==> src/rtl/core/ittf_pkg.sv <==
// Shared types and constants of the integer-to-text formatter.
// Holds the transfer payload structs and the controller/datapath interface.
// No dependencies.
package ittf_pkg;

  // Default text capacity in characters
  localparam int unsigned MAX_CHARS_DEF = 64;

  // Width of character counts; 64-bit value gives at most 64 digits plus sign
  localparam int unsigned CNT_W = 7;

  // Quotient bits retired per division cycle
  localparam int unsigned SLICE_BITS = 8;

  // Input transfer: one number with its format
  typedef struct packed {
    logic signed [63:0] value;
    logic               wide_mode;
    logic [4:0]         radix;
    logic               signed_flag;
    logic               upper_flag;
    logic [6:0]         min_chars;
    logic [7:0]         pad_byte;
  } in_t;

  // Result transfer: one character
  typedef struct packed {
    logic [7:0] text_byte;
    logic       last_flag;
    logic       overflow_flag;
  } out_t;

  // Commands from controller to datapath
  typedef struct packed {
    logic load;       // latch new item
    logic pow2_step;  // emit one bit-group digit
    logic div_step;   // one division slice
    logic div_first;  // first slice of a digit, clear remainder
    logic div_last;   // last slice of a digit, store it
    logic emit;       // present next text character
    logic emit_ovf;   // present the overflow result
  } cmd_t;

  // Status from datapath to controller
  typedef struct packed {
    logic pow2;       // base is a power of two
    logic shift_zero; // bit-group path has no more digits
    logic quot_zero;  // quotient after this slice is zero
    logic overflow;   // text does not fit
    logic emit_last;  // this emit is the final character
  } sts_t;

endpackage

==> src/rtl/core/ittf_ctrl.sv <==
// Sequencing state machine of the integer-to-text formatter.
// Depends on ittf_pkg for the command and status structs.
module ittf_ctrl (
  input  logic          clk_i,
  input  logic          rst_ni,
  input  logic          start,
  input  ittf_pkg::sts_t sts_i,
  output ittf_pkg::cmd_t cmd_o,
  output logic          busy
);

  typedef enum logic [1:0] {
    IDLE,
    CONV,
    LAYOUT,
    EMIT
  } state_e;

  localparam int unsigned SLC_W = $clog2(64 / ittf_pkg::SLICE_BITS);
  localparam logic [SLC_W-1:0] SLC_LAST = SLC_W'(64 / ittf_pkg::SLICE_BITS - 1);

  state_e           state_q;
  logic [SLC_W-1:0] slice_q;

  assign busy = (state_q != IDLE);

  // Command decode
  always_comb begin
    cmd_o = '0;
    unique case (state_q)
      IDLE: begin
        cmd_o.load = start;
      end
      CONV: begin
        if (sts_i.pow2) begin
          cmd_o.pow2_step = 1'b1;
        end else begin
          cmd_o.div_step  = 1'b1;
          cmd_o.div_first = (slice_q == '0);
          cmd_o.div_last  = (slice_q == SLC_LAST);
        end
      end
      LAYOUT: begin
        cmd_o.emit_ovf = sts_i.overflow;
      end
      EMIT: begin
        cmd_o.emit = 1'b1;
      end
      default: begin
        cmd_o = '0;
      end
    endcase
  end

  // State and slice counter
  always_ff @(posedge clk_i or negedge rst_ni) begin
    if (!rst_ni) begin
      state_q <= IDLE;
      slice_q <= '0;
    end else begin
      unique case (state_q)
        IDLE: begin
          slice_q <= '0;
          if (start) begin
            state_q <= CONV;
          end
        end
        CONV: begin
          if (sts_i.pow2) begin
            if (sts_i.shift_zero) begin
              state_q <= LAYOUT;
            end
          end else begin
            slice_q <= slice_q + 1'b1;
            if ((slice_q == SLC_LAST) && sts_i.quot_zero) begin
              state_q <= LAYOUT;
            end
          end
        end
        LAYOUT: begin
          state_q <= sts_i.overflow ? IDLE : EMIT;
        end
        EMIT: begin
          if (sts_i.emit_last) begin
            state_q <= IDLE;
          end
        end
        default: begin
          state_q <= IDLE;
        end
      endcase
    end
  end

endmodule

==> src/rtl/core/ittf_dp.sv <==
// Datapath of the integer-to-text formatter: digit generation, text store,
// character layout and result register. Depends on ittf_pkg.
module ittf_dp #(
  parameter int unsigned MAX_CHARS = ittf_pkg::MAX_CHARS_DEF
) (
  input  logic           clk_i,
  input  logic           rst_ni,
  input  ittf_pkg::in_t  item_i,
  input  ittf_pkg::cmd_t cmd_i,
  output ittf_pkg::sts_t sts_o,
  output logic           res_valid_o,
  output ittf_pkg::out_t res_o
);

  localparam int unsigned ADDR_W = $clog2(MAX_CHARS);
  localparam int unsigned CNT_W  = ittf_pkg::CNT_W;
  localparam int unsigned SB     = ittf_pkg::SLICE_BITS;
  localparam logic [CNT_W-1:0] MAX_CNT = CNT_W'(MAX_CHARS);

  typedef enum logic [1:0] {
    SEL_PAD,
    SEL_SIGN,
    SEL_DIGIT
  } sel_e;

  // Digit value to ASCII
  function automatic logic [7:0] hex_char(input logic [3:0] d, input logic up);
    logic [7:0] c;
    if (d < 4'd10) begin
      c = 8'h30 + {4'h0, d};
    end else begin
      c = (up ? 8'h41 : 8'h61) + {4'h0, d} - 8'd10;
    end
    return c;
  endfunction

  // Work registers
  logic [63:0]      w_q;
  logic [3:0]       rem_q;
  logic [CNT_W-1:0] ndig_q;
  logic [CNT_W-1:0] pos_q;
  logic [4:0]       radix_q;
  logic [2:0]       shift_q;
  logic             pow2_q;
  logic             neg_q;
  logic             upper_q;
  logic [CNT_W-1:0] minc_q;
  logic [7:0]       pad_q;

  // Text store and result stage
  logic [7:0]       mem [MAX_CHARS];
  logic [7:0]       rd_q;
  sel_e             sel_q;
  logic             vld_q;
  logic             last_q;
  logic             ovf_q;

  // Load decode
  logic [4:0]  ld_radix;
  logic [63:0] ld_mask;
  logic [63:0] ld_neg;
  logic        ld_raw;
  logic        ld_pow2;
  logic        ld_sign;
  logic [2:0]  ld_shift;

  always_comb begin
    if (item_i.radix < 5'd2) begin
      ld_radix = 5'd2;
    end else if (item_i.radix > 5'd16) begin
      ld_radix = 5'd16;
    end else begin
      ld_radix = item_i.radix;
    end
    ld_mask  = item_i.wide_mode ? item_i.value : {32'h0, item_i.value[31:0]};
    ld_neg   = 64'd0 - ld_mask;
    if (!item_i.wide_mode) begin
      ld_neg = {32'h0, ld_neg[31:0]};
    end
    ld_raw   = (ld_radix == 5'd8) || (ld_radix == 5'd16);
    ld_pow2  = ld_raw || (ld_radix == 5'd2) || (ld_radix == 5'd4);
    ld_sign  = item_i.signed_flag && !ld_raw &&
               (item_i.wide_mode ? item_i.value[63] : item_i.value[31]);
    unique case (ld_radix)
      5'd2:    ld_shift = 3'd1;
      5'd4:    ld_shift = 3'd2;
      5'd8:    ld_shift = 3'd3;
      default: ld_shift = 3'd4;
    endcase
  end

  // Bit-group digit
  logic [3:0]  grp_mask;
  logic [3:0]  grp_digit;
  logic [63:0] grp_next;

  assign grp_mask  = 4'((5'd1 << shift_q) - 5'd1);
  assign grp_digit = w_q[3:0] & grp_mask;
  assign grp_next  = w_q >> shift_q;

  // One division slice: SB restoring steps on a narrow remainder
  logic [3:0]    div_rem;
  logic [SB-1:0] div_q;
  logic [63:0]   quot_next;

  always_comb begin
    logic [4:0] t;
    div_rem = cmd_i.div_first ? 4'd0 : rem_q;
    div_q   = '0;
    for (int i = 0; i < SB; i++) begin
      t = {div_rem, w_q[63-i]};
      if (t >= radix_q) begin
        t = t - radix_q;
        div_q[SB-1-i] = 1'b1;
      end
      div_rem = t[3:0];
    end
    quot_next = {w_q[63-SB:0], div_q};
  end

  // Layout of the finished text
  logic [CNT_W-1:0]  total;
  logic [CNT_W-1:0]  npad;
  logic [CNT_W-1:0]  out_len;
  logic [CNT_W-1:0]  rd_idx;
  logic [ADDR_W-1:0] rd_addr;
  sel_e              sel;

  assign total   = ndig_q + CNT_W'(neg_q);
  assign npad    = (minc_q > total) ? (minc_q - total) : '0;
  assign out_len = (minc_q > total) ? minc_q : total;
  assign rd_idx  = out_len - CNT_W'(1) - pos_q;
  assign rd_addr = rd_idx[ADDR_W-1:0];

  always_comb begin
    if (pos_q < npad) begin
      sel = SEL_PAD;
    end else if (neg_q && (pos_q == npad)) begin
      sel = SEL_SIGN;
    end else begin
      sel = SEL_DIGIT;
    end
  end

  assign sts_o.pow2       = pow2_q;
  assign sts_o.shift_zero = (grp_next == 64'd0);
  assign sts_o.quot_zero  = (quot_next == 64'd0);
  assign sts_o.overflow   = (total > MAX_CNT);
  assign sts_o.emit_last  = (pos_q == out_len - CNT_W'(1));

  // Digit write into the text store
  logic             wr_en;
  logic [7:0]       wr_char;

  assign wr_en   = (cmd_i.pow2_step || (cmd_i.div_step && cmd_i.div_last)) &&
                   (ndig_q < MAX_CNT);
  assign wr_char = cmd_i.pow2_step ? hex_char(grp_digit, upper_q)
                                   : hex_char(div_rem, 1'b0);

  always_ff @(posedge clk_i) begin
    if (wr_en) begin
      mem[ndig_q[ADDR_W-1:0]] <= wr_char;
    end
  end

  always_ff @(posedge clk_i) begin
    if (cmd_i.emit) begin
      rd_q <= mem[rd_addr];
    end
  end

  // Format payload, captured per item; output source select, captured per emit
  always_ff @(posedge clk_i) begin
    if (cmd_i.load) begin
      radix_q <= ld_radix;
      shift_q <= ld_shift;
      upper_q <= item_i.upper_flag && ld_raw;
      minc_q  <= (item_i.min_chars > MAX_CNT) ? MAX_CNT : item_i.min_chars;
      pad_q   <= item_i.pad_byte;
    end
    if (cmd_i.emit) begin
      sel_q <= sel;
    end
  end

  // Conversion state
  always_ff @(posedge clk_i or negedge rst_ni) begin
    if (!rst_ni) begin
      w_q    <= '0;
      rem_q  <= '0;
      ndig_q <= '0;
      pos_q  <= '0;
      pow2_q <= 1'b0;
      neg_q  <= 1'b0;
    end else begin
      if (cmd_i.load) begin
        w_q    <= ld_sign ? ld_neg : ld_mask;
        ndig_q <= '0;
        pos_q  <= '0;
        pow2_q <= ld_pow2;
        neg_q  <= ld_sign;
      end
      if (cmd_i.pow2_step) begin
        w_q    <= grp_next;
        ndig_q <= ndig_q + 1'b1;
      end
      if (cmd_i.div_step) begin
        w_q   <= quot_next;
        rem_q <= div_rem;
        if (cmd_i.div_last) begin
          ndig_q <= ndig_q + 1'b1;
        end
      end
      if (cmd_i.emit) begin
        pos_q <= pos_q + 1'b1;
      end
    end
  end

  // Result strobe stage
  always_ff @(posedge clk_i or negedge rst_ni) begin
    if (!rst_ni) begin
      vld_q  <= 1'b0;
      last_q <= 1'b0;
      ovf_q  <= 1'b0;
    end else begin
      vld_q  <= cmd_i.emit || cmd_i.emit_ovf;
      last_q <= cmd_i.emit_ovf || (cmd_i.emit && sts_o.emit_last);
      ovf_q  <= cmd_i.emit_ovf;
    end
  end

  always_comb begin
    res_o.last_flag     = last_q;
    res_o.overflow_flag = ovf_q;
    if (ovf_q) begin
      res_o.text_byte = 8'h00;
    end else begin
      unique case (sel_q)
        SEL_PAD:   res_o.text_byte = pad_q;
        SEL_SIGN:  res_o.text_byte = 8'h2d;
        SEL_DIGIT: res_o.text_byte = rd_q;
        default:   res_o.text_byte = rd_q;
      endcase
    end
  end

  assign res_valid_o = vld_q;

endmodule

==> src/rtl/core/integer_to_text_formatter_unit.sv <==
// Top level of the integer-to-text formatter.
// Instantiates ittf_ctrl and ittf_dp; depends on ittf_pkg.
//
// Usage:
//   Drive item_i and raise start; the number is taken at a clock edge with
//   start high and busy low. busy then stays high until the text is issued.
//   Characters come out most significant first on res_o, one per cycle,
//   each marked by a single-cycle res_valid_o; last_flag marks the final
//   one. A text longer than MAX_CHARS gives one result with overflow_flag.
//   The receiver cannot stall: each strobe is a completed transfer.
// Sequence per item:
//   bases 2, 4, 8, 16: one bit group per cycle, each a digit;
//   other bases: the divider retires 8 quotient bits per cycle, and
//   each digit takes a full 64-bit pass.
//   Then a layout state, then the emit state presents the characters;
//   on overflow the emit state is skipped. busy drops after the last emit
//   cycle, and each character appears in the cycle after its emit cycle
//   (text store read is registered).
// Reset: asynchronous, active low; returns to idle with no strobe pending.
module integer_to_text_formatter_unit #(
  parameter int unsigned MAX_CHARS = ittf_pkg::MAX_CHARS_DEF
) (
  input  logic           clk_i,
  input  logic           rst_ni,
  input  logic           start,
  input  ittf_pkg::in_t  item_i,
  output logic           busy,
  output logic           res_valid_o,
  output ittf_pkg::out_t res_o
);

  ittf_pkg::cmd_t cmd;
  ittf_pkg::sts_t sts;

  // Sequencer
  ittf_ctrl u_ctrl (
    .clk_i  (clk_i),
    .rst_ni (rst_ni),
    .start  (start),
    .sts_i  (sts),
    .cmd_o  (cmd),
    .busy   (busy)
  );

  // Conversion datapath and text store
  ittf_dp #(
    .MAX_CHARS (MAX_CHARS)
  ) u_dp (
    .clk_i       (clk_i),
    .rst_ni      (rst_ni),
    .item_i      (item_i),
    .cmd_i       (cmd),
    .sts_o       (sts),
    .res_valid_o (res_valid_o),
    .res_o       (res_o)
  );

`ifndef SYNTHESIS
  // An accepted item keeps the block busy
  a_accept_busy: assert property (@(posedge clk_i) disable iff (!rst_ni)
    (start && !busy) |=> busy)
    else $error("block not busy after accepting an item");

  // Every result belongs to work that was in flight
  a_res_from_work: assert property (@(posedge clk_i) disable iff (!rst_ni)
    res_valid_o |-> $past(busy))
    else $error("result strobe without work in flight");

  // The final character closes the item
  a_last_idle: assert property (@(posedge clk_i) disable iff (!rst_ni)
    (res_valid_o && res_o.last_flag) |-> !busy)
    else $error("busy still high on the final character");

  // Overflow is always a single, final result
  a_ovf_last: assert property (@(posedge clk_i) disable iff (!rst_ni)
    (res_valid_o && res_o.overflow_flag) |-> (res_o.last_flag && !$past(res_valid_o)))
    else $error("overflow result not a lone final transfer");
`endif

endmodule
==> config.mk <==
export PLATFORM = sky130hd
export DESIGN_NAME = integer_to_text_formatter_unit
export DESIGN_NICKNAME = d
export VERILOG_FILES = /design/src/rtl/core/ittf_pkg.sv /design/src/rtl/core/ittf_ctrl.sv /design/src/rtl/core/ittf_dp.sv /design/src/rtl/core/integer_to_text_formatter_unit.sv
export SDC_FILE = /design/constraint.sdc
export NUM_CORES = 1
export LEC_CHECK = 0
export BUFFER_PORTS_ARGS = -buffer_cell sky130_fd_sc_hd__buf_2
export CAP_MARGIN = 20
export CORE_UTILIZATION = 60
export CTS_CLUSTER_DIAMETER = 150
export DETAILED_ROUTE_END_ITERATION = 7
export PLACE_DENSITY = 0.8
export SLEW_MARGIN = 20
export SYNTH_ARGS = -nofsm -noshare
export SYNTH_HDL_FRONTEND = slang
export SYNTH_SLANG_ARGS = --single-unit
==> constraint.sdc <==
create_clock -name clk_i -period 22.6 [get_ports clk_i]
set_input_delay 2.26 -clock clk_i [delete_from_list [all_inputs] [get_ports clk_i]]
set_output_delay 2.26 -clock clk_i [all_outputs]
set_load 0.01 [all_outputs]
==> metrics.txt, run 1 <==
status=finished clean; die height=229.1 um; HP Class=reg -> reg; commonest non-fill, non-tap cell in the layout=edfxtp_1; post-route non-filler standard cell count=3,140; Final Slew Violations=0; syn_area_per_cell=12.98 um2; compound-gate portion of the synthesized area=10.05%; global-route wire length before repair=139.6 mm; placed cell area=31,970 um2; clk sink count=573; number of antenna violations at the first check in global routing=4; syn nets=2,554; Clock Skew=0.06622 ns; count of cell types in the netlist=87; Routed Antenna Nets=0; CTS clk-pin slew, worst paths=0.06 ns; fillcell total=3,347; Synthesis Warnings=0; RSZ-0062 raised after global routing=false; asr flop ratio synth=16.06%; Post-CTS Setup Bufs=0; Area growth syn-to-layout=9.722%; starting density of the core=61.32%; share of cells above drive strength 1=18.78%; Tcrit/Tclk final=65.16%; simple-gate share of the synthesized area=9.366%; insertion delay to the later sink of the worst-skew pair=0.67 ns; Rows=82; Critical Path Fanout Max=64; synth top area cells=edfxtp_1 47%, mux4_2 13%, dfrtp_1 7.4%; Clock Path Buffers=3; final setup violating endpoints=0; CP peak stage delay=0.68 ns; post-route cell area=33,960 um2; # Max-Cap Violations=0; Adder-Cell Fraction of Synth Area=3.476%; # DRC=0; post-synthesis sequential area ratio=54.10%; detailed placement HPWL=57.44 mm; CTS tree=built; type of origin of the critical path=flip-flop; Clock Tree Root=clkbuf_16; Worst Setup End Kind=flip-flop; gpl congestion=0.9438; Detailed Route WL=93.00 mm; IO buf count=101; num ports=102; maximum clock rate=0.06791 GHz; drt wl/cell=29.62 um; CTS H-Tree Depth=2; Die X=229.1 um; critical path class=reg -> reg; Hold-fix buffers, CTS=0; CORE AREA=50,480 um2; Critical Path RT=22.92 ns; Register-to-Register Path Depth=58; Worst-Margin Slew=1.082 ns; drt via density=7.134; largest family of logic cells by synthesized area=multiplexers; Hold Violations, Final=0; post-synthesis mux area share=17.23%; worst reg2reg setup slack=7.87 ns; XOR/XNOR share of the synthesized area=2.911%; GR Overflow Total=0; Synth top area share=46.67%; most numerous cell on the critical path=ha_1; placed cell count=3,030; Synth area leader=edfxtp_1; Syn Inst Count=2,385; min cycle time layout=14.73 ns; number of synthesized flops with an enable pin=481; CTS resizes=0; Total GRT Usage=35.52%; CTS Buf Count=57; WHS Path Cells=2; Max stage delay cell, worst path=o21ai_0; post-synthesis register bit count=573; DR pass1 iterations=5; largest net degree at the start of global routing=99; via count=22.40k; most frequent cells in the layout=481 x edfxtp_1, 194 x nor2_1, 172 x mux4_2; Synth Flop Type=edfxtp_1; critical path arrival=15.05 ns; Iter 0 DRT Violations=3,046; vias in the first global route=22.18k; Mapped Area=30,950 um2; relative slew slack=27.25%; total negative slack=0 ns; nets@finish=2,586; die area=52,500 um2
==> Yosys cell counts (7+ instances only) <==
master / instances
mux2i_1: 106
o21a_1: 8
o41ai_1: 8
buf_4: 8
or4_1: 13
inv_1: 50
a31oi_1: 24
nor4_1: 30
nand4_1: 16
nor3b_1: 8
o21ai_0: 122
nor2_1: 194
o21ai_1: 36
buf_2: 15
xnor2_1: 64
fa_1: 9
or3_1: 15
and2_1: 9
nand2_1: 161
nand3_1: 38
mux2_2: 27
edfxtp_1: 481
o211ai_1: 35
clkbuf_1: 99
nand3b_1: 7
nand2b_1: 17
a21oi_1: 126
xor2_1: 37
ha_1: 70
a211oi_1: 25
nor3_1: 37
nor2b_1: 32
buf_1: 30
dfrtp_1: 92
o22ai_1: 17
o221ai_1: 10
a22oi_1: 7
o31ai_1: 16
mux4_2: 172
a21o_1: 18
==> layer usage <==
layer  share of wire (%)  global-route usage [%]  wire [um]  up-vias
met5               0.037                       0         34        -
met4                 7.1                   21.96       6567        6
met3                 9.4                   6.188       8714      415
met2                  48                   57.74      44630     1646
met1                  36                   44.64      33050    11000
li1                    -                       -          -     9335
==> layout make-up <==
cell class	instances	area [um2]	area share (%)
Antenna cell	2	5.005	0.01474
Clock buffer	66	1460	4.299
Clock inverter	42	499.2	1.470
Inverter	54	202.7	0.5968
Multi-Input combinational cell	1601	13480	39.69
Sequential cell	573	16750	49.32
Tap cell	672	840.8	2.476
Timing Repair Buffer	130	725.7	2.137
==> critical path: cells and delay by family, from the launching register on <==
kind,cells,cell delay (ns)
compound gates,25,5.96
mux,7,2.67
fa+ha+maj,9,2.36
simple gates,9,1.57
buf+inv,8,1.21
flops,1,0.58
==> registers in the layout, indices dropped and copies added, names as in the netlist, 4 cells and up <==
name / cells
u_dp.rd_q: 7
u_dp.rem_q: 4
u_dp.pad_q: 8
u_dp.w_q: 64
u_dp.minc_q: 7
u_dp.ndig_q: 7
u_dp.radix_q: 5
u_dp.mem: 448
u_dp.pos_q: 7
==> cells by family after synthesis <==
group	Yosys count
buffers and inverters	211
AO/OA/AOI/OAI	501
XOR/XNOR	102
AND/OR/NAND/NOR	605
adder cells (fa/ha/maj)	81
flip-flops	573
multiplexers	312
==> final timing paths <==
check,start,endpoint
hold reg to reg,u_dp.rem_q[3]$_DFFE_PN0P_,u_dp.rem_q[3]$_DFFE_PN0P_
min in group asynchronous,rst_ni,u_dp.last_q$_DFF_PN0_
hold / removal,u_dp.rem_q[3]$_DFFE_PN0P_,u_dp.rem_q[3]$_DFFE_PN0P_
max in group asynchronous,rst_ni,u_dp.pow2_q$_DFFE_PN0P_
setup reg to reg,u_dp.pow2_q$_DFFE_PN0P_,u_dp.mem[22][4]$_DFFE_PP_
setup / recovery,u_dp.pow2_q$_DFFE_PN0P_,u_dp.mem[22][4]$_DFFE_PP_
==> stage by stage <==
| stage | hold WS (ns) | setup WS (ns) | util (%) |
|---|---|---|---|
| floorplan | 0.4376 | 8.663 | - |
| global placement | 0.4737 | 8.751 | 63.32 |
| detailed placement | 0.4871 | 8.005 | 63.33 |
| CTS | 0.5039 | 7.875 | 67.21 |
| global route | 0.5084 | 6.780 | 67.27 |
| finish | 0.5125 | 7.874 | 67.28 |
Power of run 1 is not shown: default switching activity piles up to over one toggle a cycle in this logic, so the estimate is an artifact.
==> run 2, diff against run 1 <==
Settings changed: CORE_UTILIZATION 60 to 57.
Clock period 22.6 ns to 11.9 ns, I/O delays scaled along.
==> metrics.txt, run 2 (synthesized netlist as in run 1, its figures left out) <==
status=finished, violations left; failing checks=negative setup slack; gpl congestion=0.9847 (+4.3%); die height=235.0 um (+2.6%); starting density of the core=57.63% (-3.7 points); total negative slack=-6.610 ns (-6.610 ns); detailed placement HPWL=56.18 mm (-2.2%); nets@finish=2,652 (+2.6%); CORE AREA=53,710 um2 (+6.4%); clk sink count=573 (unchanged); die area=55,240 um2 (+5.2%); final setup violating endpoints=183 (+183); IO buf count=101 (unchanged); WP buf/inv=9 (+1); Area growth syn-to-layout=13.44%; vias in the first global route=22.17k (-0.050%); DP Worst Slack=-0.7694 ns (-8.774 ns); met2 wire len=45.93 mm (+2.9%); Die X=235.0 um (+2.6%); HP Class=reg -> reg; Finished Core Util=65.38% (-1.9 points); drt wl/cell=29.56 um (-0.19%); DR pass1 iterations=6 (+1); Detailed Route WL=95.42 mm (+2.6%); final worst-path setup slack=-0.08644 ns (-7.961 ns); commonest non-fill, non-tap cell in the layout=edfxtp_1; CTS tree=built; Worst Setup End Kind=flip-flop; Register-to-Register Path Depth=60 (+3.4%); global-route wire length before repair=137.6 mm (-1.4%); Worst-Margin Slew=1.163 ns (+0.08069 ns); Total GRT Usage=32.89% (-2.6 points); CTS Buf Count=57 (unchanged); Critical Path Fanout Max=8 (-88%); Final Slew Violations=0 (unchanged); metal3 WL=10.70 mm (+23%); min cycle time layout=11.99 ns (-2.739 ns); CTS H-Tree Depth=2 (unchanged); Critical Path RT=12.41 ns (-10.51 ns); Rows=85 (+3.7%); num ports=102 (unchanged); Max stage delay cell, worst path=dfrtp_4; Clock Path Buffers=3 (unchanged); WHS Path Cells=2 (unchanged); CP peak stage delay=0.47 ns (-0.21 ns); number of antenna violations at the first check in global routing=3 (-1); share of cells above drive strength 1=23.03% (+4.3 points); Top Layer Used=met5; largest net degree at the start of global routing=77 (-22%); GR Overflow Total=0 (unchanged); hold_ws=0.4910 ns (-0.02155 ns); Iter 0 DRT Violations=3,022 (-0.79%); Clock Skew=0.03176 ns (-0.03446 ns); Tcrit/Tclk final=100.7% (+36 points); Hold Violations, Final=0 (unchanged); M1 WL=34.22 mm (+3.5%); Clock Tree Root=clkbuf_16; drt via density=7.083 (-0.72%); relative slew slack=22.18% (-5.1 points); CP top delay family=compound AO/OA/AOI/OAI gates; # Max-Cap Violations=0 (unchanged); via count=22.86k (+2.1%); critical path arrival=12.49 ns (-2.56 ns); maximum clock rate=0.08343 GHz (+23%); CTS clk-pin slew, worst paths=0.07 ns (about the same); Routed Antenna Nets=0 (unchanged); # DRC=0 (unchanged); max reg flops=448 (unchanged); type of origin of the critical path=flip-flop; Critical Path Stages=60 (+3.4%); most frequent cells in the layout=481 x edfxtp_1, 193 x nor2_1, 172 x mux4_2; RSZ-0062 raised after global routing=true; most numerous cell on the critical path=ha_4; critical path class=reg -> reg; insertion delay to the later sink of the worst-skew pair=0.65 ns (-0.02 ns)
## run 2: cell count changes in the layout (fill, tap and decap cells not counted), moves of 6 or more
cell      change
buf_12        +6
mux2_4        +7
clkinv_1      +6
inv_1         -6
mux2_2        -7
a22o_4        +6
ha_4         +14
ha_1         -14
buf_4        +43
a21oi_1       -7
o21ai_0       -6
## run 2: layer usage
metal | GRT usage (%) | vias up
li1 | - | 9511
met1 | 43.36 | 11290
met2 | 52.81 | 1744
met3 | 7.366 | 316
met4 | 14.09 | 2
met5 | 0 | -
## run 2: what timing repair did
| action | in CTS | in global routing |
|---|---|---|
| resized for setup | 21 | 54 |
| gates cloned | 6 | 8 |
| hold buffers | 0 | 0 |
| buffers inserted | 8 | 27 |
| pin swaps | 7 | 35 |
| setup endpoints to repair | 384 | 388 |
## run 2: cell type report
cell class	instances	area, um2
Clock buffer	61	1441
Sequential cell	573	16750
Fill cell	3620	18600
Tap cell	696	870.8
Antenna cell	1	2.502
Inverter	54	210.2
Timing Repair Buffer	188	1329
Clock inverter	46	491.7
Multi-Input combinational cell	1609	14020
## run 2: stage by stage
step                      instances  instance area [um2]
after floorplan                2385                31170
after global placement         3070                32280
after detailed placement       3070                32290
after CTS                      3191                34470
after global routing           3227                35110
final                          3228                35110
## run 2: final timing paths
| path | startpoint | endpoint | slack, ns |
|---|---|---|---|
| hold / removal | u_dp.rem_q[3]$_DFFE_PN0P_ | u_dp.rem_q[3]$_DFFE_PN0P_ | 0.49 |
| max in group asynchronous | rst_ni | u_dp.ndig_q[1]$_DFF_PN0_ | 10.21 |
| setup / recovery | u_dp.pow2_q$_DFFE_PN0P_ | u_dp.mem[13][2]$_DFFE_PP_ | -0.09 |
| min in group asynchronous | rst_ni | u_dp.w_q[51]$_DFFE_PN0P_ | 0.54 |
| hold reg to reg | u_dp.rem_q[3]$_DFFE_PN0P_ | u_dp.rem_q[3]$_DFFE_PN0P_ | 0.49 |
| setup reg to reg | u_dp.pow2_q$_DFFE_PN0P_ | u_dp.mem[13][2]$_DFFE_PP_ | -0.09 |
## run 2: worst min-delay path, stage by stage, from the launching register on
cell and delay [ns]:
dfrtp_1 0.34, nand2_1 0.05, nand2_1 0.06
Power of run 2 is left out for the same reason.
